## config.mk

```make
export PLATFORM = sky130hd
export DESIGN_NAME = dcb_lg_cell
export DESIGN_NICKNAME = d
export VERILOG_FILES = /design/src/dcb_pkg.sv /design/src/dcb_lg_cell.sv
export SDC_FILE = /design/constraint.sdc
export NUM_CORES = 2
export LEC_CHECK = 0
export ABC_CLOCK_PERIOD_IN_PS = 10600
export BUFFER_PORTS_ARGS = -buffer_cell sky130_fd_sc_hd__buf_4
export CAP_MARGIN = 20
export CORE_ASPECT_RATIO = 1.1
export CORE_MARGIN = 10
export CORE_UTILIZATION = 26
export DETAILED_ROUTE_END_ITERATION = 16
export GPL_TIMING_DRIVEN = 0
export PLACE_DENSITY = 0.47
export SLEW_MARGIN = 0
export SYNTH_ARGS = -nofsm -noshare
export SYNTH_HDL_FRONTEND = slang
export SYNTH_SLANG_ARGS = --single-unit
```

## constraint.sdc

```tcl
create_clock -name clk -period 10.6 [get_ports clk]
set_input_delay 2.12 -clock clk [delete_from_list [all_inputs] [get_ports clk]]
set_output_delay 2.12 -clock clk [all_outputs]
set_load 0.03 [all_outputs]
```

## src/dcb_pkg.sv

```systemverilog
`timescale 1ns / 1ps
package dcb_pkg;

  localparam int MASS_W        = 20;
  localparam int AMP_W         = 40;
  localparam int PAR_W         = 20;
  localparam int POW_W         = 24;
  localparam int CFG_IDX_W     = 3;
  localparam int FRAC_BITS_DEF = 16;

  localparam int LOG_FRAC = 30;
  localparam logic [30:0] LOG2E_Q30 = 31'd1549082005;
  localparam int Q_SHIFT  = 24;
  localparam int QNW      = POW_W + Q_SHIFT;
  localparam int LW       = QNW + 1;
  localparam int KW       = $clog2(LW);
  localparam int LG_W     = KW + LOG_FRAC;
  localparam int LH       = LG_W / 2;
  localparam int YW       = 32;
  localparam int SQ_W     = 64;
  localparam int SQ_STEPS = SQ_W / 2;
  localparam int HW       = LOG_FRAC + 7;
  localparam int EW       = POW_W + LG_W;
  localparam int RND_SH   = 23;
  localparam int PROD_SPLIT = AMP_W / 2;

  localparam logic [AMP_W-1:0] OUT_MAX = {AMP_W{1'b1}};

  localparam logic [AMP_W-1:0] RST_AMPLITUDE   = 40'd0;
  localparam logic [PAR_W-1:0] RST_PEAK_MEAN   = 20'd202899;
  localparam logic [PAR_W-1:0] RST_PEAK_WIDTH  = 20'd4588;
  localparam logic [PAR_W-1:0] RST_LEFT_CUT    = 20'd65536;
  localparam logic [POW_W-1:0] RST_LEFT_POWER  = 24'd655360;
  localparam logic [PAR_W-1:0] RST_RIGHT_CUT   = 20'd131072;
  localparam logic [POW_W-1:0] RST_RIGHT_POWER = 24'd655360;

  typedef enum logic [1:0] {
    REG_CORE  = 2'd0,
    REG_LEFT  = 2'd1,
    REG_RIGHT = 2'd2
  } region_t;

  typedef enum logic [CFG_IDX_W-1:0] {
    CFG_AMPLITUDE   = 3'd0,
    CFG_PEAK_MEAN   = 3'd1,
    CFG_PEAK_WIDTH  = 3'd2,
    CFG_LEFT_CUT    = 3'd3,
    CFG_LEFT_POWER  = 3'd4,
    CFG_RIGHT_CUT   = 3'd5,
    CFG_RIGHT_POWER = 3'd6
  } cfg_idx_t;

endpackage

```

## src/dcb_lg_cell.sv

```systemverilog
`timescale 1ns / 1ps
module dcb_lg_cell
  import dcb_pkg::*;
(
  input  logic                clk,
  input  logic                en,
  input  logic [YW-1:0]       y_i,
  input  logic [LOG_FRAC-1:0] frac_i,
  output logic [YW-1:0]       y_o,
  output logic [LOG_FRAC-1:0] frac_o
);

  logic [2*YW-1:0] p;

  assign p = (2*YW)'(y_i) * (2*YW)'(y_i);

  always_ff @(posedge clk) begin
    if (en) begin
      y_o    <= p[2*YW-1] ? p[2*YW-1:YW] : p[2*YW-2:YW-1];
      frac_o <= {frac_i[LOG_FRAC-2:0], p[2*YW-1]};
    end
  end

endmodule

```

# After elaboration in Yosys (flattened, before gate mapping)
# Index checks and enable logic that the tools add are counted.
# word_totals
in_bits	64
elab_cells	5
out_inout_bits	62
ff_bits	62
# op_classes
multipliers	1
muxes	1
# ops
operator	count
$mul A32 B32 Y64	1
$mux W31	1

# Depth between registers and ports, before layout
# logic_depth
ltp_word	2
depth_mapped	30
ltp_nobuf	26

# Least setup slack after synthesis
# No wires, ideal clock.
# synth_path
kind	input -> register
startpoint	input y_i[23]
endpoint	register y_o[10] (data pin)
t_required_ps	10340
path_slack_ps	868
setup_time_ps	260
arrival_ps	9471
n_path_buf	4
path_stages	26
path_cell_list	clkbuf_1 clkbuf_1 nand2_1 fa_1 inv_1 fa_1 fa_1 inv_1 fa_1 inv_1 fa_1 fa_1 fa_1 fa_1 ha_1 and3_1 and4_1 o211ai_1 a311oi_1 o21ai_1 o211a_1 o21a_4 or3_1 buf_6 buf_12 mux2_4
# synth_via
elab_chain_len	2
# synth_rtl
item	line	source
from (decl)	dcb_lg_cell.sv:7	input logic [YW-1:0] y_i,
$mul A32 B32 Y64	dcb_lg_cell.sv:15	assign p = (2*YW)'(y_i) * (2*YW)'(y_i);
$mux W31	dcb_lg_cell.sv:19	y_o <= p[2*YW-1] ? p[2*YW-1:YW] : p[2*YW-2:YW-1];
to (signal assigned)	dcb_lg_cell.sv:19	
to (decl)	dcb_lg_cell.sv:9	output logic [YW-1:0] y_o,
# No other way between the ends.
# A chain may end at the register's enable or synchronous reset.

# Final worst setup path
# layout_path
startpoint	input y_i[11]
endpoint	register y_o[17] (data pin)
# Same word-level chain as after synthesis.

==> flow_summary.toml <==
[detailed_routing]
wirelength_um = 109000
drt_iter0_drc = 1458
wl_per_cell_um = 21.7
drtAntennaViolNets = 0
vias_per_cell = 4.45
dr.pass1.iters = 5
drc = 0
vias = 22500

[layout]
register_area_mm2 = 0.00186
syn_to_final_growth_pct = 10.9
drive_above_1_share_pct = 7.93
nets = 4567
fillers = 12900
multiInputGateArea_mm2 = 0.0257
finalInstanceArea_mm2 = 0.0352

[logic_synthesis]
yosysWarnings = 0
yosysUniqueCellTypes = 67
ys.flop_type = "edfxtp_1"
async_reset_ff_share_pct = 0
yosysTopAreaCell = "fa_1"
synth_area_per_cell_um2 = 9.64
syn_inst = 3290
synthTopCellsByArea = "fa_1, ha_1, inv_1"
syn-num-nets = 4445
netlist.area_leader.share_pct = 50.0
synth-edff-count = 62
ys_ff_latch = 62
synth_seq_area_share_pct = 5.87
synth_area_mm2 = 0.0317

[global_route]
grt_remaining_overflow = 0
grt_max_degree = 63
grtUsageTotal_pct = 16.2
grt_pass1_wl_um = 164000
grt_pass1_vias = 25000
antenna_found_initial = 12

[sta]
worst_pin_slew_ps = 982
rsz0062_at_grt = "false"
layout_setup_ws_ps = 175
period_needed_ps = 10420
hold_viol = 0
fmax_mhz = 95.9
fin_crit_sh_pct = 98.3
slew_viol_final = 0
relSlewSlack_pct = 34.5
setup_violations = 0

[clocking]
cts_tree = "built"
hold_buffers = 0
clkSinkCount = 62
cts_max_path_buffers = 2
cts_max_level = 3
numCtsBuffers = 9
cts_root_buffer = "clkbuf_16"
cts.clk_slew.worst_paths_ps = 60

[hold_path]
hp-class = "input pin to flip-flop"

[run_status]
status = "finished clean"

[floorplanning]
fp.coreArea_mm2 = 0.121
die_w_um = 353
pin_count = 126
dieArea_mm2 = 0.136
start_util_pct = 26.2
fp-row-count = 134
fp.dieH_um = 386

[worst_setup_path]
cp.required_ps = 10670
worst_setup_path_start_kind = "input pin"
worstPathMaxFanout = 10
endpoint_kind = "flip-flop"
cp.arrival_ps = 10500
critPathKind = "input pin to flip-flop"

[placement]
gp_congestion = 0.920
place_ws_ps = -1570
dp_hpwl_um = 92700
placed_area_mm2 = 0.0347
io_buffers = 120

[flow_run]
drv_cap = 0
-- per-layer routing --
layer	track usage [%]	vias to the layer above	part of all wire, %
li1	-	9901	-
met1	19.9	11800	40
met2	29.0	623	51
met3	2.01	165	5.0
met4	5.84	10	4.5
met5	0	-	0.061
-- stage by stage --
stage	setup TNS, ps	utilization [%]	cells	hold WS, ps
global placement	-49190	28.6	5042	2300
CTS	0	28.9	5050	1950
finish	0	29.0	5053	1970
global route	0	29.0	5049	1940
detailed placement	-48700	28.6	5043	2300
floorplan	0	-	3290	2220
-- worst max-delay path: stages --
cell and delay [ps]:
buf_4 160, clkbuf_1 580, and2_1 300, fa_1 440, fa_1 530, inv_1 60
fa_1 460, fa_1 520, inv_1 60, fa_1 590, fa_1 440, fa_1 510
fa_1 520, ha_1 430, and3_1 220, and4_1 230, o211ai_1 150, a311oi_2 380
o21ai_4 180, o211a_1 320, o21a_4 280, or3_1 380, buf_6 150, buf_12 150
mux2_4 290
-- timing repair --
| item | in CTS | in global routing |
|---|---|---|
| resized for setup | 82 | 77 |
| setup endpoints to repair | 33 | 32 |
| buffers inserted | 0 | 0 |
| pin swaps | 0 | 2 |
-- cell type report --
type | count | share of cell area (%)
multi-input cells | 2117 | 73.0
inverters | 987 | 10.5
well taps | 1632 | 5.81
flip-flops and latches | 62 | 5.30
repair buffers | 122 | 2.68
plain buffers | 113 | 1.84
clock buffers | 9 | 0.641
clock inverters | 7 | 0.157
diodes | 4 | 0.0285
-- flip-flops by register name (all words and copies together) (netlist names) --
signal	flops
y_o	32
frac_o	30
-- synth_stat cells, drive strengths merged, types with 4 or more instances --
| cell type | instances |
|---|---|
| xnor2 | 41 |
| a31o | 11 |
| a221oi | 5 |
| buf | 7 |
| or2 | 6 |
| fa | 791 |
| mux2i | 12 |
| a21o | 37 |
| ha | 300 |
| inv | 986 |
| xor2 | 34 |
| or3 | 4 |
| and3 | 6 |
| o21a | 7 |
| clkbuf | 117 |
| o21bai | 17 |
| o31ai | 7 |
| nor2b | 9 |
| nand4 | 19 |
| and2 | 236 |
| a31oi | 9 |
| nor3b | 4 |
| edfxtp | 62 |
| nor2 | 62 |
| a21oi | 66 |
| o21ai | 32 |
| nor4 | 5 |
| nand2 | 294 |
| nor3 | 15 |
| nand3 | 8 |
| nand2b | 5 |
| a211o | 4 |
| mux2 | 18 |
| and4 | 4 |
| o211ai | 11 |
| a211oi | 5 |
-- cell families (layout without fill, tap and decap cells) --
family                   after synthesis  after routing  synth area share [%]
AO/OA/AOI/OAI                        238            238                  5.08
multiplexers                          30             30                  1.20
buffers and inverters               1111           1238                  13.3
flip-flops                            62             62                  5.87
adder cells (fa/ha/maj)             1091           1091                  61.8
other                                  0              4                     0
AND/OR/NAND/NOR                      683            683                  10.7
XOR/XNOR                              75             75                  2.07
-- worst paths after layout --
| check | from | endpoint | slack [ps] | cells after the start |
|---|---|---|---|---|
| max | y_i[11] | y_o[17] | 180 | 25 |
| min | frac_i[1] | frac_o[2] | 1970 | 1 |
-- layout by cell type (no fill, tap or decap), types with 7 or more instances in the layout --
cell | Yosys | routed
a21o_1 | 37 | 37
a21oi_1 | 66 | 66
a31o_2 | 11 | 11
a31oi_1 | 9 | 9
and2_1 | 235 | 234
buf_4 | 3 | 126
clkbuf_1 | 117 | 27
clkbuf_16 | 0 | 9
clkbuf_2 | 0 | 56
clkbuf_4 | 0 | 10
edfxtp_1 | 62 | 62
fa_1 | 791 | 791
ha_1 | 300 | 299
inv_1 | 986 | 986
mux2_4 | 15 | 15
mux2i_1 | 12 | 12
nand2_1 | 294 | 294
nand3_1 | 8 | 8
nand4_1 | 19 | 19
nor2_1 | 62 | 62
nor2b_1 | 9 | 9
nor3_1 | 14 | 14
o211ai_1 | 11 | 11
o21ai_0 | 29 | 27
o21bai_1 | 17 | 17
o31ai_1 | 7 | 7
xnor2_1 | 41 | 41
xor2_1 | 34 | 34
Power is not shown: default switching activity piles up to over one toggle a cycle in this logic, so the estimate is an artifact.
