`src/dcb_pkg.sv`:
```
`timescale 1ns / 1ps
package dcb_pkg;

  localparam int MASS_W        = 20;
  localparam int AMP_W         = 40;
  localparam int PAR_W         = 20;
  localparam int POW_W         = 24;
  localparam int CFG_IDX_W     = 3;
  localparam int FRAC_BITS_DEF = 16;

  localparam int LOG_FRAC = 30;
  localparam logic [30:0] LOG2E_Q30 = 31'd1549082005;
  localparam int Q_SHIFT  = 24;
  localparam int QNW      = POW_W + Q_SHIFT;
  localparam int LW       = QNW + 1;
  localparam int KW       = $clog2(LW);
  localparam int LG_W     = KW + LOG_FRAC;
  localparam int LH       = LG_W / 2;
  localparam int YW       = 32;
  localparam int SQ_W     = 64;
  localparam int SQ_STEPS = SQ_W / 2;
  localparam int HW       = LOG_FRAC + 7;
  localparam int EW       = POW_W + LG_W;
  localparam int RND_SH   = 23;
  localparam int PROD_SPLIT = AMP_W / 2;

  localparam logic [AMP_W-1:0] OUT_MAX = {AMP_W{1'b1}};

  localparam logic [AMP_W-1:0] RST_AMPLITUDE   = 40'd0;
  localparam logic [PAR_W-1:0] RST_PEAK_MEAN   = 20'd202899;
  localparam logic [PAR_W-1:0] RST_PEAK_WIDTH  = 20'd4588;
  localparam logic [PAR_W-1:0] RST_LEFT_CUT    = 20'd65536;
  localparam logic [POW_W-1:0] RST_LEFT_POWER  = 24'd655360;
  localparam logic [PAR_W-1:0] RST_RIGHT_CUT   = 20'd131072;
  localparam logic [POW_W-1:0] RST_RIGHT_POWER = 24'd655360;

  typedef enum logic [1:0] {
    REG_CORE  = 2'd0,
    REG_LEFT  = 2'd1,
    REG_RIGHT = 2'd2
  } region_t;

  typedef enum logic [CFG_IDX_W-1:0] {
    CFG_AMPLITUDE   = 3'd0,
    CFG_PEAK_MEAN   = 3'd1,
    CFG_PEAK_WIDTH  = 3'd2,
    CFG_LEFT_CUT    = 3'd3,
    CFG_LEFT_POWER  = 3'd4,
    CFG_RIGHT_CUT   = 3'd5,
    CFG_RIGHT_POWER = 3'd6
  } cfg_idx_t;

endpackage

```
`src/dcb_sqrt_cell.sv`:
```
`timescale 1ns / 1ps
module dcb_sqrt_cell
  import dcb_pkg::*;
#(
  parameter int STEP = 0
) (
  input  logic            clk,
  input  logic            en,
  input  logic [SQ_W-1:0] v_i,
  input  logic [SQ_W-1:0] r_i,
  output logic [SQ_W-1:0] v_o,
  output logic [SQ_W-1:0] r_o
);

  localparam logic [SQ_W-1:0] BIT = SQ_W'(1) << (SQ_W - 2 - 2 * STEP);

  logic [SQ_W:0] t;
  logic          ge;

  assign t  = {1'b0, r_i} + {1'b0, BIT};
  assign ge = {1'b0, v_i} >= t;

  always_ff @(posedge clk) begin
    if (en) begin
      v_o <= ge ? (v_i - t[SQ_W-1:0]) : v_i;
      r_o <= ge ? ((r_i >> 1) + BIT) : (r_i >> 1);
    end
  end

endmodule

```
`config.mk`:
```
export PLATFORM = sky130hd
export DESIGN_NAME = dcb_sqrt_cell
export DESIGN_NICKNAME = d
export VERILOG_FILES = /design/src/dcb_pkg.sv /design/src/dcb_sqrt_cell.sv
export SDC_FILE = /design/constraint.sdc
export NUM_CORES = 1
export LEC_CHECK = 0
export BUFFER_PORTS_ARGS = -buffer_cell sky130_fd_sc_hd__buf_2
export CORE_MARGIN = 3
export CORE_UTILIZATION = 53
export CTS_CLUSTER_DIAMETER = 40
export DETAILED_ROUTE_END_ITERATION = 10
export PLACE_DENSITY = 0.94
export SYNTH_ARGS = -nofsm -noshare
export SYNTH_HDL_FRONTEND = slang
export SYNTH_SLANG_ARGS = --single-unit
```
`constraint.sdc`:
```
create_clock -name clk -period 4.3 [get_ports clk]
set_input_delay 0.215 -clock clk [delete_from_list [all_inputs] [get_ports clk]]
set_output_delay 0.215 -clock clk [all_outputs]
set_load 0.05 [all_outputs]
```
## Yosys cells after proc, flatten, opt, wreduce, memory -nomap -nowiden

Index checks and enable logic that the tools add are counted.

- Output and inout port bits: 128
- Input port bits: 130
- Register bits: 128
- Logic and storage cells: 9

- Muxes and demuxes: 2
- $lt $le $gt $ge: 1
- Add/sub/neg operators: 3

Operator list:

| kind | count |
|---|---|
| adder 64 x 63 -> 65 bit (second input constant) | 1 |
| >= comparator 64 x 65 -> 1 bit | 1 |
| adder 63 x 63 -> 64 bit (second input constant) | 1 |
| 2-to-1 mux 64 bit | 1 |
| subtractor 64 bit | 1 |
| 2-to-1 mux 63 bit | 1 |

## Depth between registers and ports, before layout

Gate-level depths: netlist (run 1).

- Depth after elaboration: 3
- Depth in mapped cells: 15
- Mapped depth without buffers: 12

## Least setup slack after synthesis (run 1)

No wires, ideal clock.

- Path type: input-to-reg
- Start: input port v_i[0]
- End: register v_o[60] (data pin)
- Required time: 4.041 ns
- Slack: 1.244 ns
- Arrival: 2.797 ns
- Setup time: 0.259 ns
- Buffers on the path: 0
- Stages: 12
- Path through: inv_1 ha_1 fa_1 nor2b_1 o2111ai_1 a21oi_1 o31ai_1 a21oi_1 a211oi_1 a211oi_1 mux2_2 o31a_1

- Word-level cells in the longest chain between the ends: 2
- Elaborated cells between the ends (all ways): 3
- Those cells by class: add/sub (1); order compare (1); mux (1)

Ends and longest elaborated chain:

| what | RTL line | source |
|---|---|---|
| start, declared | dcb_sqrt_cell.sv:9 | `input logic [SQ_W-1:0] v_i,` |
| subtractor 64 bit / >= comparator 64 x 65 -> 1 bit (equally long branches) | dcb_sqrt_cell.sv:25, dcb_sqrt_cell.sv:21 |  |
| 2-to-1 mux 64 bit * | dcb_sqrt_cell.sv:25 | `v_o <= ge ? (v_i - t[SQ_W-1:0]) : v_i;` |
| end signal, assigned | dcb_sqrt_cell.sv:25 |  |
| end, declared | dcb_sqrt_cell.sv:11 | `output logic [SQ_W-1:0] v_o,` |

Mark *: on every way between the ends. The rest lies on a longest branch, timed or not.
A chain may end at the register's enable or synchronous reset.

## Final worst setup path (run 1)

- Start: input port r_i[38]
- End: register v_o[31] (data pin)

- Word-level cells in the longest chain between the ends: 3

Ends and longest elaborated chain:

| what | RTL line | source |
|---|---|---|
| start, declared | dcb_sqrt_cell.sv:10 | `input logic [SQ_W-1:0] r_i,` |
| adder 64 x 63 -> 65 bit | dcb_sqrt_cell.sv:20 | `assign t = {1'b0, r_i} + {1'b0, BIT};` |
| >= comparator 64 x 65 -> 1 bit | dcb_sqrt_cell.sv:21 | `assign ge = {1'b0, v_i} >= t;` |
| 2-to-1 mux 64 bit | dcb_sqrt_cell.sv:25 |  |

Every way passes these cells.

==> results of run 1 <==
## final timing paths
| path | cells past startpoint | slack [ps] | from | end |
|---|---|---|---|---|
| max | 12 | 680 | r_i[38] | v_o[31]$_DFFE_PP_ |
| min | 1 | 10 | r_i[20] | r_o[19]$_DFFE_PP_ |
## stage by stage
step           cells  instance area (µm²)   util  power [mW]  hold WS [ps]
6_report        1458                11300  0.708        4.70          14.4
5_1_grt         1458                11300  0.708        4.89          3.16
4_1_cts         1457                11300  0.708        4.67          7.57
3_5_place_dp    1371                10200  0.636        3.14           407
3_3_place_gp    1371                10200  0.636        3.10           405
2_1_floorplan    932                 8750      -        2.75           314
## power groups by stage
stage | Combinational (mW) | Sequential, mW | Clock [mW]
floorplan | 0.637 | 2.11 | 0
global placement | 1.49 | 1.60 | 0
detailed placement | 1.53 | 1.61 | 0
CTS | 1.59 | 1.59 | 1.50
global route | 1.72 | 1.60 | 1.56
finish | 1.62 | 1.59 | 1.49
## timing repair
action / CTS / global route
endpoints found under the hold margin: 55 / 0
endpoints found under the setup margin: 0 / 0
hold buffers: 55 / 0
## cell usage after synthesis (all sizes together), types with 3 or more instances
library cell / count
a21boi: 7
o221ai: 3
mux2: 4
a21o: 30
o21a: 13
buf: 23
nor3b: 3
ha: 65
nor4: 6
edfxtp: 128
a21oi: 82
nor3: 16
nand3: 17
a31oi: 7
a211oi: 8
o31ai: 8
nand2b: 6
o21bai: 14
nand4: 21
inv: 77
xor2: 20
clkbuf: 17
nor2: 38
or2: 4
and2: 4
nor2b: 6
and3: 10
o21ai: 105
o211ai: 4
nand2: 125
xnor2: 36
## layout make-up
class / count / area, µm²
Antenna cell: 1 / 2.50
Clock buffer: 19 / 433
Clock inverter: 12 / 168
Fill cell: 1137 / 4670
Inverter: 77 / 289
Multi-Input combinational cell: 687 / 4420
Sequential cell: 128 / 3840
Tap cell: 216 / 270
Timing Repair Buffer: 318 / 1900
## logic make-up after synthesis
family,share of synthesized area
AOI/OAI and AO/OA,0.206
xor gates and xnor gates,0.0561
adders and majority gates,0.0952
buffers and inverters,0.0565
DFF,0.439
muxes,0.00629
and+or+nand+nor,0.141
## placed cells by master, fill, tap and decap left out, types with 5 or more instances in the layout
cell type / count
a21boi_0: 6
xor2_1: 20
o21a_1: 13
clkbuf_16: 17
nor3_1: 15
ha_1: 65
o21bai_1: 14
a211oi_1: 8
nor4_1: 5
and3_1: 10
a21oi_1: 81
edfxtp_1: 128
nand2b_1: 6
nand4_1: 20
xnor2_1: 36
nor2_1: 38
o21ai_0: 96
a21o_1: 30
inv_1: 77
buf_4: 5
nand2_1: 125
dlygate4sd3_1: 55
a31oi_1: 7
nand3_1: 17
buf_2: 256
nor2b_1: 6
o21ai_1: 8
o31ai_1: 8
## layer usage
layer / up-vias / share of wire / GRT usage
met2: 481 / 0.50 / 0.530
met3: 125 / 0.082 / 0.0604
met4: 0 / 0.052 / 0.146
li1: 3993 / - / -
met5: - / 0 / 0
met1: 4011 / 0.37 / 0.339
## sequential cells by signal, indices dropped and copies added (netlist names)
| register | count |
|---|---|
| r_o | 64 |
| v_o | 64 |
==> out/metrics.cfg, run 1 <==
[outcome]
status = completed

[worst_setup_path]
critical_path.endpoint_type = register
crit_family = buffers and inverters
max_stage_delay_ps = 560
worstPathArrival_ps = 3790
timing.critical_path.buf_inv = 4
required_ps = 4470
cp_slowest_cell = or4b_1
crit_chain = dlygate4sd3_1, buf_2, inv_1, ha_1, a2111oi_0, o21ai_0, o211ai_1, nor2_1, or4b_1, o21ai_4, buf_4, mux2_2
crit_fanout = 49
crit_path_start_kind = input pin
crit_type = in -> reg

[die]
die-area_mm2 = 0.0181
die_w_um = 134
rows = 46
core_mm2 = 0.0160
die_h_um = 134
ioPinCount = 258
start_util = 0.547

[detailed_routing]
vias = 8610
drt_iter0_markers = 984
drt-total-wl_um = 27400
drtAntennaViolNets = 0
viasPerCell = 5.91
drcViolationCount = 0
wl_per_cell_um = 18.8
first_pass_iters = 6

[timing]
tns_ps = 0
relSlewSlack = 0.407
finalSetupViolCount = 0
fin_crit_sh = 0.842
hold_viol = 0
fmax_ghz = 0.276
tightest_slew_ps = 881
finalCriticalPeriod_ps = 3620
rsz0062_at_grt = no
setup_slack_ps = 681
drv_slew = 0

[flow_run]
max_cap_violations = 0

[clock_tree]
post_cts_resize_count = 0
cts_root_buffer = clkbuf_16
cts_buffers = 17
clkTransAtPathRegs_ps = 50
cts_max_level = 4
clock_sinks = 128
cts_buffer_depth = 2
cts_tree = built
cts_setup_buffers = 0

[synth]
syn_inst = 932
synth-main-ff-cell = edfxtp_1
seq_area_frac_synth = 0.439
synthTopCellsByArea = edfxtp_1 (44%), ha_1 (9.3%), o21ai_0 (5.5%)
async_reset_ff_frac = 0
synth.largest_area_cell = edfxtp_1
synth_fp_nets = 1128
synthDistinctLibCells = 61
syn-cell-area_mm2 = 0.00875
syn_area_per_cell_um2 = 9.39
synth_warnings = 0
synth-edff-count = 128
synth_top_area_frac = 0.439
ys_seq_elements = 128

[global_route]
grt_usage = 0.297
gr-total-overflow = 0
antenna_found_initial = 1
grt_pass1_wl_um = 42600
grt_pass1_vias = 8511
grt_max_degree = 92

[power_and_ir_drop]
p_int_mw = 2.99
power_frac_comb = 0.344
max-vdd-ir-drop_uv = 284
p_clk_frac = 0.318
switching_share = 0.364
p_switching_mw = 1.71
leakagePower_nw = 5.14
p_seq_frac = 0.339
power.density_mw_per_mm2 = 415

[placed_design]
post-place-ws_ps = 777
dpl.hpwl_um = 19200
io_buffers = 257
gp_congestion = 0.952

[min_path]
hold_class = in -> reg

[layout]
nets = 1425
drive_above_1_share = 0.246
area_delta_synth_final_pct = 29.4

No activity file was read; power rests on OpenSTA's default activity.
==> inputs of run 2 (changes only) <==
==> constraint.sdc (replaced) <==
create_clock -name clk -period 3.64 [get_ports clk]
set_input_delay 0.182 -clock clk [delete_from_list [all_inputs] [get_ports clk]]
set_output_delay 0.182 -clock clk [all_outputs]
set_load 0.05 [all_outputs]
==> out/metrics.cfg, run 2 (same netlist as run 1, synthesis figures left out) <==
[layout]
fill_cells = 1132  ; -0.44%
final_core_util = 0.719  ; +0.0107
area_delta_synth_final_pct = 31.4
drive_above_1_share = 0.252  ; +0.00663
final_common_cell = buf_2
layout.cells.non_filler = 1470  ; +0.82%
nets = 1435  ; +0.70%
final_cell_mix = buf_2 (256), edfxtp_1 (128), nand2_1 (125)
largestRegisters = r_o (64), v_o (64)

[detailed_routing]
drt-total-wl_um = 27500  ; +0.11%
first_pass_iters = 6  ; unchanged
drtAntennaViolNets = 0  ; unchanged
drcViolationCount = 0  ; unchanged
vias = 8669  ; +0.69%
viasPerCell = 5.90  ; -0.14%
drt_iter0_markers = 995  ; +1.1%
wl_per_cell_um = 18.7  ; -0.70%

[timing]
rsz0062_at_grt = no
tightest_slew_ps = 1130  ; +249 ps
relSlewSlack = 0.247  ; -0.161
tns_ps = 0  ; unchanged
finalCriticalPeriod_ps = 3530
drv_slew = 0  ; unchanged
fin_crit_sh = 0.969
whs_ps = 43.1  ; +28.7 ps
finalSetupViolCount = 0  ; unchanged
hold_viol = 0  ; unchanged
fmax_ghz = 0.284

[power_and_ir_drop]
power.density_mw_per_mm2 = 491  ; +18%
p_total_mw = 5.64  ; +20%
leakagePower_nw = 5.20  ; +1.3%
max-vdd-ir-drop_uv = 341  ; +20%

[worst_setup_path]
required_ps = 3820  ; -650 ps
cp_slowest_cell = dlygate4sd3_1
max_stage_delay_ps = 570  ; about the same
crit_fanout = 49  ; unchanged
critical_path.endpoint_type = register
crit_type = in -> reg
worstPathArrival_ps = 3710  ; -80 ps
crit_chain = dlygate4sd3_1, buf_2, inv_1, ha_1, nor2b_1, o21ai_0, a21oi_1, o2111ai_1, a31o_1, a21oi_4, o21ai_4, buf_12, mux2_2
crit_path_start_kind = input pin

[clock_tree]
cts_root_buffer = clkbuf_16
cts_buffer_depth = 2  ; unchanged
clkTransAtPathRegs_ps = 60  ; about the same
cts_tree = built
cts_max_level = 4  ; unchanged
clock_sinks = 128  ; unchanged
cts_buffers = 17  ; unchanged

[placed_design]
io_buffers = 257  ; unchanged
gp_congestion = 0.942  ; -1.0%
dp.cells = 1373  ; +0.15%
dpl.hpwl_um = 19100  ; -0.24%

[die]
die-area_mm2 = 0.0181  ; unchanged
rows = 46  ; unchanged
core_mm2 = 0.0160  ; unchanged
die_h_um = 134  ; unchanged
ioPinCount = 258  ; unchanged
start_util = 0.547  ; unchanged
die_w_um = 134  ; unchanged

[min_path]
hold_class = in -> reg

[global_route]
grt_pass1_vias = 8358  ; -1.8%
antenna_found_initial = 2  ; +1
grt_pass1_wl_um = 42000  ; -1.3%
gr-total-overflow = 0  ; unchanged
grt_max_degree = 121  ; +32%
grt_usage = 0.293  ; -0.00352

[outcome]
status = completed

[flow_run]
max_cap_violations = 0  ; unchanged

-- run 2: cell count changes in the layout (fill, tap and decap cells not counted), moves of 2 or more --
cell,previous run,this run
clkbuf_1,2,0
o21ai_0,96,94
a21oi_2,0,2
clkinv_4,0,2
a211oi_1,8,5
a211oi_2,0,3
dlygate4sd3_1,55,62
a21oi_1,81,79
o21ai_1,8,10
-- run 2: area by class of cell --
type                       count  area [µm²]  share of cell area
sequential                   128        3840               0.334
tap                          216         270              0.0235
antenna                        2        5.00            0.000435
clock buffer                  17         425              0.0370
multi-input combinational    687        4450               0.387
timing repair buffer         328        2020               0.176
inverter                      77         289              0.0251
clock inverter                15         193              0.0168
-- run 2: metrics by stage --
| stage | instance area (µm²) | worst slack [ps] |
|---|---|---|
| 3_3_place_gp | 10200 | 33.5 |
| 4_1_cts | 11400 | 13.6 |
| 2_1_floorplan | 8750 | 617 |
| 6_report | 11500 | 115 |
| 3_5_place_dp | 10200 | -74.8 |
| 5_1_grt | 11500 | 40.7 |
-- run 2: routing by layer --
layer	track usage	share of wire
met1	0.342	0.38
met3	0.0708	0.084
met2	0.499	0.48
met4	0.161	0.054
met5	0	0
-- run 2: timing repair --
| item | 4_1_cts | 5_1_grt |
|---|---|---|
| endpoints found under the setup margin | 0 | 12 |
| gates resized for setup | 0 | 9 |
| buffers inserted | 0 | 0 |
| hold buffers | 62 | 0 |
| hold endpoints to repair | 62 | 0 |
-- run 2: critical path: cells and delay by family --
kind / cells / cell delay (ps)
buf+inv: 4 / 1030
fa+ha+maj: 1 / 280
mux: 1 / 360
simple gates: 1 / 150
compound gates: 6 / 1650
-- run 2: power by group --
group / total (mW) / switching (mW) / internal [mW] / leakage, nW
sequential: 1.88 / 0.0418 / 1.84 / 1.25
clock: 1.83 / 0.686 / 1.14 / 0.288
combinational: 1.94 / 1.36 / 0.582 / 3.67
total: 5.64 / 2.09 / 3.56 / 5.20
-- run 2: path summary, 6_finish.rpt --
path	start	to	slack, ps	depth (start not counted)
max	r_i[1]	v_o[31]$_DFFE_PP_	110	13
min	v_i[39]	v_o[39]$_DFFE_PP_	40	3
