[src/dcb_pkg.sv]
`timescale 1ns / 1ps
package dcb_pkg;

  localparam int MASS_W        = 20;
  localparam int AMP_W         = 40;
  localparam int PAR_W         = 20;
  localparam int POW_W         = 24;
  localparam int CFG_IDX_W     = 3;
  localparam int FRAC_BITS_DEF = 16;

  localparam int LOG_FRAC = 30;
  localparam logic [30:0] LOG2E_Q30 = 31'd1549082005;
  localparam int Q_SHIFT  = 24;
  localparam int QNW      = POW_W + Q_SHIFT;
  localparam int LW       = QNW + 1;
  localparam int KW       = $clog2(LW);
  localparam int LG_W     = KW + LOG_FRAC;
  localparam int LH       = LG_W / 2;
  localparam int YW       = 32;
  localparam int SQ_W     = 64;
  localparam int SQ_STEPS = SQ_W / 2;
  localparam int HW       = LOG_FRAC + 7;
  localparam int EW       = POW_W + LG_W;
  localparam int RND_SH   = 23;
  localparam int PROD_SPLIT = AMP_W / 2;

  localparam logic [AMP_W-1:0] OUT_MAX = {AMP_W{1'b1}};

  localparam logic [AMP_W-1:0] RST_AMPLITUDE   = 40'd0;
  localparam logic [PAR_W-1:0] RST_PEAK_MEAN   = 20'd202899;
  localparam logic [PAR_W-1:0] RST_PEAK_WIDTH  = 20'd4588;
  localparam logic [PAR_W-1:0] RST_LEFT_CUT    = 20'd65536;
  localparam logic [POW_W-1:0] RST_LEFT_POWER  = 24'd655360;
  localparam logic [PAR_W-1:0] RST_RIGHT_CUT   = 20'd131072;
  localparam logic [POW_W-1:0] RST_RIGHT_POWER = 24'd655360;

  typedef enum logic [1:0] {
    REG_CORE  = 2'd0,
    REG_LEFT  = 2'd1,
    REG_RIGHT = 2'd2
  } region_t;

  typedef enum logic [CFG_IDX_W-1:0] {
    CFG_AMPLITUDE   = 3'd0,
    CFG_PEAK_MEAN   = 3'd1,
    CFG_PEAK_WIDTH  = 3'd2,
    CFG_LEFT_CUT    = 3'd3,
    CFG_LEFT_POWER  = 3'd4,
    CFG_RIGHT_CUT   = 3'd5,
    CFG_RIGHT_POWER = 3'd6
  } cfg_idx_t;

endpackage

[src/dcb_div_cell.sv]
`timescale 1ns / 1ps
module dcb_div_cell
  import dcb_pkg::*;
#(
  parameter int NW = QNW,
  parameter int DW = PAR_W
) (
  input  logic          clk,
  input  logic          en,
  input  logic [DW-1:0] rem_i,
  input  logic [NW-1:0] nq_i,
  input  logic [DW-1:0] div_i,
  output logic [DW-1:0] rem_o,
  output logic [NW-1:0] nq_o,
  output logic [DW-1:0] div_o
);

  logic [DW:0] trial;
  logic        ge;

  assign trial = {rem_i, nq_i[NW-1]};
  assign ge    = trial >= {1'b0, div_i};

  always_ff @(posedge clk) begin
    if (en) begin
      rem_o <= ge ? DW'(trial - {1'b0, div_i}) : trial[DW-1:0];
      nq_o  <= {nq_i[NW-2:0], ge};
      div_o <= div_i;
    end
  end

endmodule

[config.mk]
export PLATFORM = sky130hd
export DESIGN_NAME = dcb_div_cell
export DESIGN_NICKNAME = d
export VERILOG_FILES = /design/src/dcb_pkg.sv /design/src/dcb_div_cell.sv
export SDC_FILE = /design/constraint.sdc
export NUM_CORES = 1
export LEC_CHECK = 0
export ABC_AREA = 1
export ABC_CLOCK_PERIOD_IN_PS = 1700
export CORE_MARGIN = 2
export CORE_UTILIZATION = 43
export CTS_CLUSTER_DIAMETER = 80
export DETAILED_ROUTE_END_ITERATION = 10
export DONT_BUFFER_PORTS = 1
export PLACE_DENSITY = 0.65
export SLEW_MARGIN = 10
export SYNTH_ARGS = -nofsm -noshare
export SYNTH_HDL_FRONTEND = slang
export SYNTH_SLANG_ARGS = --single-unit
[constraint.sdc]
create_clock -name clk -period 1.7 [get_ports clk]
set_input_delay 0.085 -clock clk [delete_from_list [all_inputs] [get_ports clk]]
set_output_delay 0.085 -clock clk [all_outputs]
set_load 0.01 [all_outputs]
### After elaboration in Yosys (flattened, before gate mapping)

Index checks and enable logic that the tools add are counted.

| storage, ports and cells | value |
|---|---|
| register bits after elaboration | 88 |
| input bits | 90 |
| output and inout bits | 88 |

| operators by class | value |
|---|---|
| $add $sub $neg | 1 |
| magnitude comparators | 1 |
| mux-type cells | 1 |

Operators by type and width:

| operator | count |
|---|---|
| greater-or-equal comparator 21 x 20 -> 1 bit | 1 |
| 2-to-1 mux 20 bit | 1 |
| subtractor 20 bit | 1 |

### Depth between registers and ports, before layout

Gate-level depths: netlist of run 1.

| depth | value |
|---|---|
| depth after elaboration | 2 |
| depth in mapped cells | 14 |
| mapped depth without buffers | 13 |

### Worst setup path after synthesis of run 1

No wires, ideal clock.

| timing path | value |
|---|---|
| path type | input-to-reg |
| from | in nq_i[47] |
| to | reg rem_o[16] (data pin) |
| setup time | 253 ps |
| arrival time | 1382 ps |
| data required time | 1447 ps |
| path slack | 65 ps |
| cell stages on the path | 13 |
| path buffers | 0 |
| cells stage by stage | inv_1 > ha_1 > fa_1 > inv_1 > nand3_1 > nand3_1 > nand2_1 > nand2_1 > nand2_1 > nand2_1 > nand2_1 > nand3_1 > nand2_1 |

| on the way | value |
|---|---|
| word-level cells in the longest chain between the ends | 2 |
| elaborated cells between the ends (all ways) | 3 |

RTL lines:

| item | RTL line | text |
|---|---|---|
| start: declaration | dcb_div_cell.sv:11 | `input logic [NW-1:0] nq_i,` |
| subtractor 20 bit / greater-or-equal comparator 21 x 20 -> 1 bit (equally long branches) | dcb_div_cell.sv:26, dcb_div_cell.sv:22 |  |
| 2-to-1 mux 20 bit (*) | dcb_div_cell.sv:26 | `rem_o <= ge ? DW'(trial - {1'b0, div_i}) : trial[DW-1:0];` |
| end signal: assignment | dcb_div_cell.sv:26 |  |
| end: declaration | dcb_div_cell.sv:13 | `output logic [DW-1:0] rem_o,` |

Every way passes the cells marked *; elsewhere a longest branch is shown, timed or not.
A chain may end at the register's enable or synchronous reset.

### Final worst setup path of run 1

| timing path | value |
|---|---|
| from | in nq_i[47] |
| to | reg rem_o[12] (data pin) |

Same word-level chain as after synthesis.

==> results of run 1 <==
flip-flops by register name (all words and copies together) (netlist names):
register,flops
nq_o,48
div_o,20
rem_o,20
routing by layer:
layer	part of all wire, %	GRT usage, %	wire length [um]	vias to the layer above
met5	0	0	0	-
li1	-	-	-	1663
met3	6.4	6.36	698	16
met4	1.2	5.69	133	0
met1	42	24.7	4550	1520
met2	51	38.2	5550	126
stage by stage:
| step | TNS, ps | power [mW] |
|---|---|---|
| floorplan | 0 | 3.32 |
| global placement | -1710 | 3.62 |
| detailed placement | -2390 | 3.64 |
| CTS | 0 | 5.10 |
| global route | 0 | 5.32 |
| finish | 0 | 5.05 |
where the power goes:
part	switching, mW	internal [mW]
clock network	0.772	0.537
logic	0.439	0.470
registers	0.190	2.65
total	1.40	3.65
logic make-up (layout without fill, tap and decap cells):
| logic type | count (synthesis) | in the layout |
|---|---|---|
| compound gates | 20 | 20 |
| xor+xnor | 9 | 9 |
| fa+ha+maj | 21 | 21 |
| buf+inv | 71 | 220 |
| flops | 88 | 88 |
| simple gates | 213 | 213 |
path summary, 6_finish.rpt:
| check | cells past startpoint | slack (ps) | endpoint |
|---|---|---|---|
| min | 0 | -180 | rem_o[1] |
| max | 13 | 240 | rem_o[12] |
placed cells by master (no fill, tap or decap):
master	count
clkinvlp_4	3
a21oi_1	13
xnor2_1	1
nor3_1	2
clkinv_1	1
buf_4	50
nand4_1	1
inv_6	2
nand3_2	1
nor2_1	26
nor3_2	1
nand2_4	1
xor2_1	8
clkbuf_8	9
o21bai_1	2
inv_2	1
a21oi_2	1
inv_1	67
o21a_1	1
fa_1	1
nand2_1	143
nand3b_1	5
nand3_1	26
clkbuf_1	1
o21ai_0	3
nor2_2	1
nand2_2	6
dlygate4sd3_1	86
edfxtp_1	88
ha_1	20
area by class of cell:
cell class / count / share of cell area (%)
sequential: 88 / 45.4
multi-input combinational: 263 / 23.2
timing repair buffer: 136 / 21.2
inverter: 68 / 4.38
tap: 133 / 2.86
clock buffer: 10 / 2.19
clock inverter: 6 / 0.752
cell usage after synthesis:
cell / count
a21oi_1: 13
nor2_2: 1
nor3_2: 1
nand2_4: 1
nor2_1: 26
xnor2_1: 1
nand2_1: 143
o21ai_0: 3
nand3_1: 26
nand4_1: 1
ha_1: 20
fa_1: 1
nand3b_1: 5
buf_4: 2
inv_1: 67
edfxtp_1: 88
o21bai_1: 2
buf_6: 1
xor2_1: 8
nand2_2: 6
inv_2: 1
o21a_1: 1
nand3_2: 1
a21oi_2: 1
nor3_1: 2
==> impl_results.md, run 1 <==
- Status: complete, but fails checks
- Failing checks: negative hold slack
- Clk Tree Root Cell: clkbuf_8
- Mapped cell area: 4280 um2
- Total CTS buffers: 9
- Crit-path cells: inv_1, ha_1, fa_1, inv_1, nand3_1, nand3_1, nand2_1, nand2_1, nand2_1, nand2_1, nand2_1, nand3_1, nand2_1
- Clk buf depth: 2
- Vias in the first global route: 3,497
- Adder-cell area share of the yosys netlist: 6.32%
- HP Class: in2reg
- Fin. Hold Viols: 88
- Largest family of logic cells by synthesized area: simple AND/OR/NAND/NOR gates
- Filler cells: 861
- Largest net degree at the start of global routing: 89
- Max transition margin: 75.4%
- # diodes: 0
- Synth warn: 0
- WHS: -177 ps
- Buf+Inv Stages, Crit Path: 2
- Post-synthesis compound-gate area fraction: 2.60%
- Crit path launch: nq_i[47]
- HPWL after DPL: 7660 um
- CP arrival: 1590 ps
- Synth area leaders: edfxtp_1 (62%), nand2_1 (13%), inv_1 (5.9%)
- DRT iter0 DRCs: 100
- Port bufs: 0
- Site Rows: 36
- ANT nets after route: 0
- Global-route wire length before repair: 17,900 um
- Post-synthesis mux area share: 0%
- Core ar.: 9730 um2
- Initial antenna violation count: 0
- Final min period: 1460 ps
- Final period util: 86.0%
- Drt drc: 0
- Post-Synth XOR/XNOR Area: 1.84%
- DRT Pass-1 Iters: 4
- Cts hold-fix bufs: 86
- Vias: 3,325
- Max VDD drop: 0.000391 V
- Syn avg cell area: 10.1 um2
- DIE AREA: 10,800 um2
- Required time worst endpoint: 1830 ps
- Pre-CTS WS: -153 ps
- CTS H-Tree Depth: 3
- Synth area leader: edfxtp_1
- Nets: 677
- I/O pin count: 178
- Setup ws final: 238 ps
- RSZ-0062 raised after global routing: false
- Clk sink count: 88
- Seq cells post-synth: 88
- CTS tree: yes
- Fin cells: 704
- Crit path max fanout: 3
- Share of cells above drive strength 1: 13.3%
- CP endpoint kind: flip-flop
- Synth Area in Simple Gates: 20.9%
- P_leak: 2.62 nW
- CP Class: in2reg
- Register area share after synthesis: 61.8%
- Area of the multi-input gates: 1350 um2
- Placer Congestion: 0.862
- Post_cts resized: 0
- Hold Path Origin: en
- Mapped Nets: 533
- Power per standard cell area: 867 nW/um2
- Register area: 2640 um2
- CP startpoint kind: input pin
- Vias/cell: 4.72
- Post-Place Cells: 602
- CP top delay family: simple AND/OR/NAND/NOR gates
- Max Slew Vio Count: 0
- Total Routing Usage GR: 21.2%
- Highest cell delay on the worst timing path: 410 ps
- Setup Viol. Count Final: 0
- Starting Density: 44.0%
- Placed Area: 4790 um2
- Final instance area: 5830 um2
- Number of max-cap violations: 0
- Setup bufs post-CTS: 0
- Cell variety after synth: 25
- Final wirelength: 10,900 um
- Yosys top cell area share: 61.8%
- Crit path top cell by count: nand2_1
- Die Height: 104 um
- CP max stage cell: fa_1
- Overflow after GRT: 0
- Synthesis-to-finish area growth: 36.2%
- F_max: 684 MHz
- Die Span X: 104 um
- Synthesized instance count: 422
- Avg WL per Cell: 15.5 um
- Final Util: 59.9%
- CTS clk-pin slew, worst paths: 90 ps
- Worst Max-Slew Pin Slew: 368 ps
Note: power is estimated with default switching activity, not from simulation.
==> run 2: changes to the inputs <==
ABC_AREA = not set   (was 1)
==> run 2 against run 1 <==
Net effect:
- design area fell by 0.71%
- sequential share of layout area grew 0.32 points
- the run still ends with negative hold slack left
- global-route usage fell by 2.2 points
- worst setup slack got worse by 210 ps
- largest cell class unchanged
- via count fell by 15%
- clock power is 13% higher
- critical path depth is 3 lower
- routed wire length shrank 11%
- highest routed layer unchanged
- synthesized cell count shrank 30%
- maximum frequency down 12%
- critical path type unchanged
==> impl_results.md, run 2 <==
- Largest Register: nq_o
- DRT Pass-1 Iters: 4 (unchanged)
- Yosys top cell area share: 66.5% (+4.7 points)
- Total chip power: 5.25 mW (+4.0%)
- Required time worst endpoint: 1800 ps (-30 ps)
- Placed Area: 4630 um2 (-3.4%)
- Max Slew Vio Count: 0 (unchanged)
- Power per standard cell area: 908 nW/um2 (+4.7%)
- Most common cell after layout, fill and taps aside: edfxtp_1
- Overflow after GRT: 0 (unchanged)
- CTS clk-pin slew, worst paths: 100 ps (about the same)
- Pre-CTS WS: -411 ps (-258 ps)
- Synth area leader: edfxtp_1
- CP endpoint kind: flip-flop
- Number of max-cap violations: 0 (unchanged)
- Synthesis-to-finish area growth: 45.6%
- HPWL after DPL: 6520 um (-15%)
- Cell variety after synth: 40 (+60%)
- Final min period: 1670 ps (+208 ps)
- Failing checks: negative hold slack
- Most frequent cells in the layout: edfxtp_1 (88), dlygate4sd3_1 (87), buf_4 (52)
- F_max: 599 MHz (-12%)
- Crit path max fanout: 3 (unchanged)
- Max VDD drop: 0.000506 V (+30%)
- Site Rows: 35 (-2.8%)
- ANT nets after route: 0 (unchanged)
- Clk sink count: 88 (unchanged)
- Mapped cell area: 3970 um2 (-7.1%)
- Clk Tree Root Cell: clkbuf_8
- Seq cells post-synth: 88 (unchanged)
- CP Class: in2reg
- Worst Max-Slew Pin Slew: 381 ps (+13.0 ps)
- Setup ws final: 30.6 ps (-208 ps)
- Clk buf depth: 2 (unchanged)
- Share of cells above drive strength 1: 24.4% (+11 points)
- Area of the multi-input gates: 1410 um2 (+4.3%)
- Filler cells: 697 (-19%)
- HP Class: in2reg
- EDFF count, synth: 88 (unchanged)
- CTS tree: yes
- Starting Density: 43.6% (-0.36 points)
- Largest register FFs: 48 (unchanged)
- Fin cells: 553 (-21%)
- # diodes: 0 (unchanged)
- Core ar.: 9110 um2 (-6.4%)
- CP startpoint kind: input pin
- WHS: -157 ps (+19.7 ps)
- Post-Place Cells: 449 (-25%)
- CP arrival: 1770 ps (+180 ps)
- Vias in the first global route: 2,912 (-17%)
- P_leak: 2.24 nW (-15%)
- Synth warn: 0 (unchanged)
- Biggest regs: nq_o (48), div_o (20), rem_o (20)
- RSZ-0062 raised after global routing: true
- Final Util: 63.5% (+3.6 points)
- Port bufs: 0 (unchanged)
- Final period util: 98.2% (+12 points)
- Final wirelength: 9750 um (-11%)
- Cts hold-fix bufs: 87 (+1.2%)
- Setup tns final: 0 ps (unchanged)
- Synthesized instance count: 294 (-30%)
- Post-synth top cells: edfxtp_1 (88), nand2_1 (32), o21ai_0 (25)
- Drt drc: 0 (unchanged)
- Initial antenna violation count: 0 (unchanged)
- Fin. Hold Viols: 88 (unchanged)
- Setup Viol. Count Final: 0 (unchanged)
- Largest net degree at the start of global routing: 89 (unchanged)
- DRT iter0 DRCs: 114 (+14%)
- Die Span X: 100 um (-3.5%)
- Most frequent cell after synthesis: edfxtp_1
- Mapped Nets: 405 (-24%)
- Total Routing Usage GR: 19.0% (-2.2 points)
- Register area share after synthesis: 66.5% (+4.7 points)
- Die Height: 100 um (-3.5%)
- Max transition margin: 74.3% (-1.1 points)
- Avg WL per Cell: 17.6 um (+13%)
- I/O pin count: 178 (unchanged)
- Nets: 548 (-19%)
- Vias: 2,822 (-15%)
- Synth area leaders: edfxtp_1 (67%), ha_1 (6.3%), o21ai_0 (3.1%)
- Global-route wire length before repair: 14,700 um (-18%)
- Status: complete, but fails checks
- Post-synth ARST share: 0% (unchanged)
- Syn avg cell area: 13.5 um2 (+33%)
- Placer Congestion: 0.846 (-1.9%)
- DIE AREA: 10,000 um2 (-6.9%)
- Vias/cell: 5.10 (+8.0%)
- Final instance area: 5780 um2 (-0.71%)
- Total CTS buffers: 9 (unchanged)
- CTS H-Tree Depth: 3 (unchanged)
- Ys flop type: edfxtp_1
- Register area: 2640 um2 (unchanged)
[run 2: cell count changes in the layout (fill, tap and decap cells not counted), sizes merged, moves of 5 or more]
cell,delta
nand2,-118
o21ai,+23
nor2,-17
xnor2,+9
inv,-44
nand3,-27
nand3b,-5
a21o,+7
[run 2: layout make-up]
cell class,instances,area share [%]
inverters,24,1.99
clock inverters,7,1.36
repair buffers,140,22.0
multi-input cells,174,24.4
clock buffers,9,2.14
well taps,111,2.40
flip-flops and latches,88,45.7
[run 2: critical path, cell delays in order]
cell	delay, ps
inv_8	10
ha_4	150
fa_2	370
nor2b_4	140
o2111ai_2	150
a21oi_2	260
nor2_2	100
mux2i_1	150
o211ai_1	100
mux2_4	260
[run 2: power breakdown]
part,internal [mW],switching [mW],total [mW]
Clock,0.696,0.784,1.48
Sequential,2.65,0.193,2.84
Combinational,0.536,0.394,0.930
Total,3.88,1.37,5.25
[run 2: cells by family after synthesis]
group           count (synthesis)  synth area share (%)
flops                          88                  66.5
compound gates                 73                  11.5
xor+xnor                       17                  3.75
buf+inv                        32                  3.12
mux                             6                  1.92
simple gates                   57                  6.36
fa+ha+maj                      21                  6.80
[run 2: timing repair]
action,in CTS,in global routing
setup endpoints to repair,4,19
pin swaps,2,11
setup buffers,0,1
gates resized for setup,5,15
gates cloned,0,0
hold endpoints to repair,175,88
[run 2: worst paths after layout]
path / startpoint / endpoint / slack [ps] / depth (start not counted)
worst max-delay path: nq_i[47] / rem_o[12] / 30 / 10
worst min-delay path: en / div_o[11] / -160 / 0
[run 2: metal layers]
metal | track usage, % | share of wire (%) | vias up
met5 | 0 | 0 | -
met4 | 5.16 | 1.5 | 0
met3 | 6.06 | 8.2 | 10
met2 | 33.1 | 50 | 132
met1 | 22.8 | 41 | 1312
li1 | - | - | 1368
==> run 3: changes to the inputs <==
ABC_CLOCK_PERIOD_IN_PS = 1800   (was 1700)
PLACE_DENSITY = 0.63   (was 0.65)
clock period = 1.8 ns   (was 1.7 ns; I/O delays follow)
==> run 3 against run 2 <==
Net effect:
- the run still ends with negative hold slack left
- power is 8.6% lower
- routed wire length grew 1.3%
- utilization shrank 0.67 points
- die area did not move
- design area down 1.1%
- critical path type unchanged
- via count grew 0.71%
- critical endpoint is now rem_o[18]
- non-clock buffer count fell by 1
==> impl_results.md, run 3 (synthesis gave the netlist of run 2 again) <==
- Status: complete, but fails checks
- Failing checks: negative hold slack
- Vias in the first global route: 2,798 (-3.9%)
- I/O pin count: 178 (unchanged)
- Hold path depth: 0 (unchanged)
- Most common cell after layout, fill and taps aside: edfxtp_1
- DRT iter0 DRCs: 104 (-8.8%)
- Biggest regs: nq_o (48), div_o (20), rem_o (20)
- Share of cells above drive strength 1: 23.2% (-1.3 points)
- Grt met1 use: 24.1% (+1.3 points)
- Gr busiest metal: met2
- Final Util: 62.8% (-0.67 points)
- Largest net degree at the start of global routing: 89 (unchanged)
- CTS clk-pin slew, worst paths: 100 ps (about the same)
- CP startpoint kind: input pin
- Avg WL per Cell: 17.9 um (+1.7%)
- # diodes: 0 (unchanged)
- CP arrival: 1810 ps (+40 ps)
- CP Class: in2reg
- Overflow after GRT: 0 (unchanged)
- CP max stage cell: a211oi_2
- Setup Viol. Count Final: 0 (unchanged)
- Die Span X: 100 um (unchanged)
- DRT Pass-1 Iters: 6 (+2)
- Final wirelength: 9880 um (+1.3%)
- Final instance area: 5720 um2 (-1.1%)
- Cts hold-fix bufs: 87 (unchanged)
- Hold path endpoint: div_o[12]
- Starting Density: 43.6% (unchanged)
- Clk Tree Root Cell: clkbuf_8
- Crit path launch: div_i[7]
- Initial antenna violation count: 0 (unchanged)
- Site Rows: 35 (unchanged)
- Setup ws final: 94.7 ps (+64.1 ps)
- Drt drc: 0 (unchanged)
- Hold Path Origin: en
- Placer Congestion: 0.883 (+4.4%)
- Max transition margin: 71.0% (-3.3 points)
- CP top delay family: compound AO/OA/AOI/OAI gates
- Power per standard cell area: 839 nW/um2 (-7.6%)
- Required time worst endpoint: 1900 ps (+100 ps)
- Clk buf depth: 2 (unchanged)
- Total CTS buffers: 9 (unchanged)
- Most frequent cells in the layout: edfxtp_1 (88), dlygate4sd3_1 (87), buf_4 (51)
- DIE AREA: 10,000 um2 (unchanged)
- Max Slew Vio Count: 0 (unchanged)
- Largest register FFs: 48 (unchanged)
- Final period util: 94.7%
- Buf+Inv Stages, Crit Path: 2 (+1)
- Crit path max fanout: 4 (+1)
- Crit-path cells: inv_1, ha_1, buf_4, a21o_1, a31oi_1, nor2_1, a211oi_2, o21ai_1, xnor2_1, o21ai_0
- Number of max-cap violations: 0 (unchanged)
- Crit path depth: 10 (unchanged)
- Fin. Hold Viols: 88 (unchanged)
- Final min period: 1710 ps
- Die Height: 100 um (unchanged)
- Met3 global-route usage: 5.50% (-0.56 points)
- Filler cells: 714 (+2.4%)
- HPWL after DPL: 6610 um (+1.4%)
- Port bufs: 0 (unchanged)
- Placed Area: 4620 um2 (-0.16%)
- Register area: 2640 um2 (unchanged)
- Pre-CTS WS: -332 ps (+79.3 ps)
- Total Routing Usage GR: 19.5% (+0.46 points)
- Worst Max-Slew Pin Slew: 434 ps (+53.3 ps)
- Clk sink count: 88 (unchanged)
- Vias: 2,842 (+0.71%)
- Nets: 547 (-0.18%)
- Synthesis-to-finish area growth: 44.1%
- Largest Register: nq_o
- Vias/cell: 5.16 (+1.1%)
- F_max: 586 MHz
- CP endpoint kind: flip-flop
- P_leak: 2.22 nW (-0.88%)
- Area of the multi-input gates: 1390 um2 (-1.8%)
- ANT nets after route: 0 (unchanged)
- Setup tns final: 0 ps (unchanged)
- Core ar.: 9110 um2 (unchanged)
- WHS: -165 ps (-7.55 ps)
- Max VDD drop: 0.000336 V (-34%)
- Global-route wire length before repair: 14,600 um (-0.60%)
- CTS tree: yes
- HP Class: in2reg
- Highest cell delay on the worst timing path: 410 ps (+40 ps)
- RSZ-0062 raised after global routing: true
- CTS H-Tree Depth: 3 (unchanged)
- Routing usage on met2: 32.5% (-0.57 points)
## run 3: cell types whose count changed in the layout (fill, tap and decap cells not counted), sizes merged
| cell | before | now |
|---|---|---|
| clkinv | 3 | 1 |
| buf | 53 | 52 |
| bufinv | 1 | 0 |
| clkinvlp | 1 | 2 |
| inv | 26 | 27 |
## run 3: final cells by class
type | instances | area share [%]
repair buffers | 139 | 22.1
multi-input cells | 174 | 24.2
flip-flops and latches | 88 | 46.2
clock buffers | 9 | 2.16
inverters | 24 | 1.97
well taps | 111 | 2.43
clock inverters | 6 | 0.918
## run 3: how the worst max path moves through the flow
stage / endpoint / slack (ps)
6_report: rem_o[18] / 90
5_1_grt: rem_o[16] / -30
4_1_cts: rem_o[4] / 50
3_5_place_dp: rem_o[4] / -330
3_3_place_gp: rem_o[3] / -260
2_1_floorplan: rem_o[12] / -170
## run 3: through the flow
step / power, mW / instances
floorplan: 3.17 / 294
global placement: 3.42 / 448
detailed placement: 3.43 / 448
CTS: 4.82 / 550
global route: 5.03 / 551
finish: 4.80 / 551
## run 3: metal layers
layer	up-vias	part of all wire, %
met3	16	7.5
met5	-	0
met4	0	2.2
met1	1334	41
li1	1368	-
met2	124	49
## run 3: what timing repair did
item,CTS,global route
gates resized for setup,0,11
setup endpoints to repair,0,15
hold endpoints to repair,175,88
setup buffers,0,1
## run 3: report_power, final
| part | switching [mW] | total (mW) | internal (mW) | leakage [nW] |
|---|---|---|---|---|
| combinational | 0.369 | 0.866 | 0.497 | 1.28 |
| sequential | 0.189 | 2.69 | 2.50 | 0.861 |
| clock | 0.730 | 1.25 | 0.515 | 0.0842 |
| total | 1.29 | 4.80 | 3.52 | 2.22 |
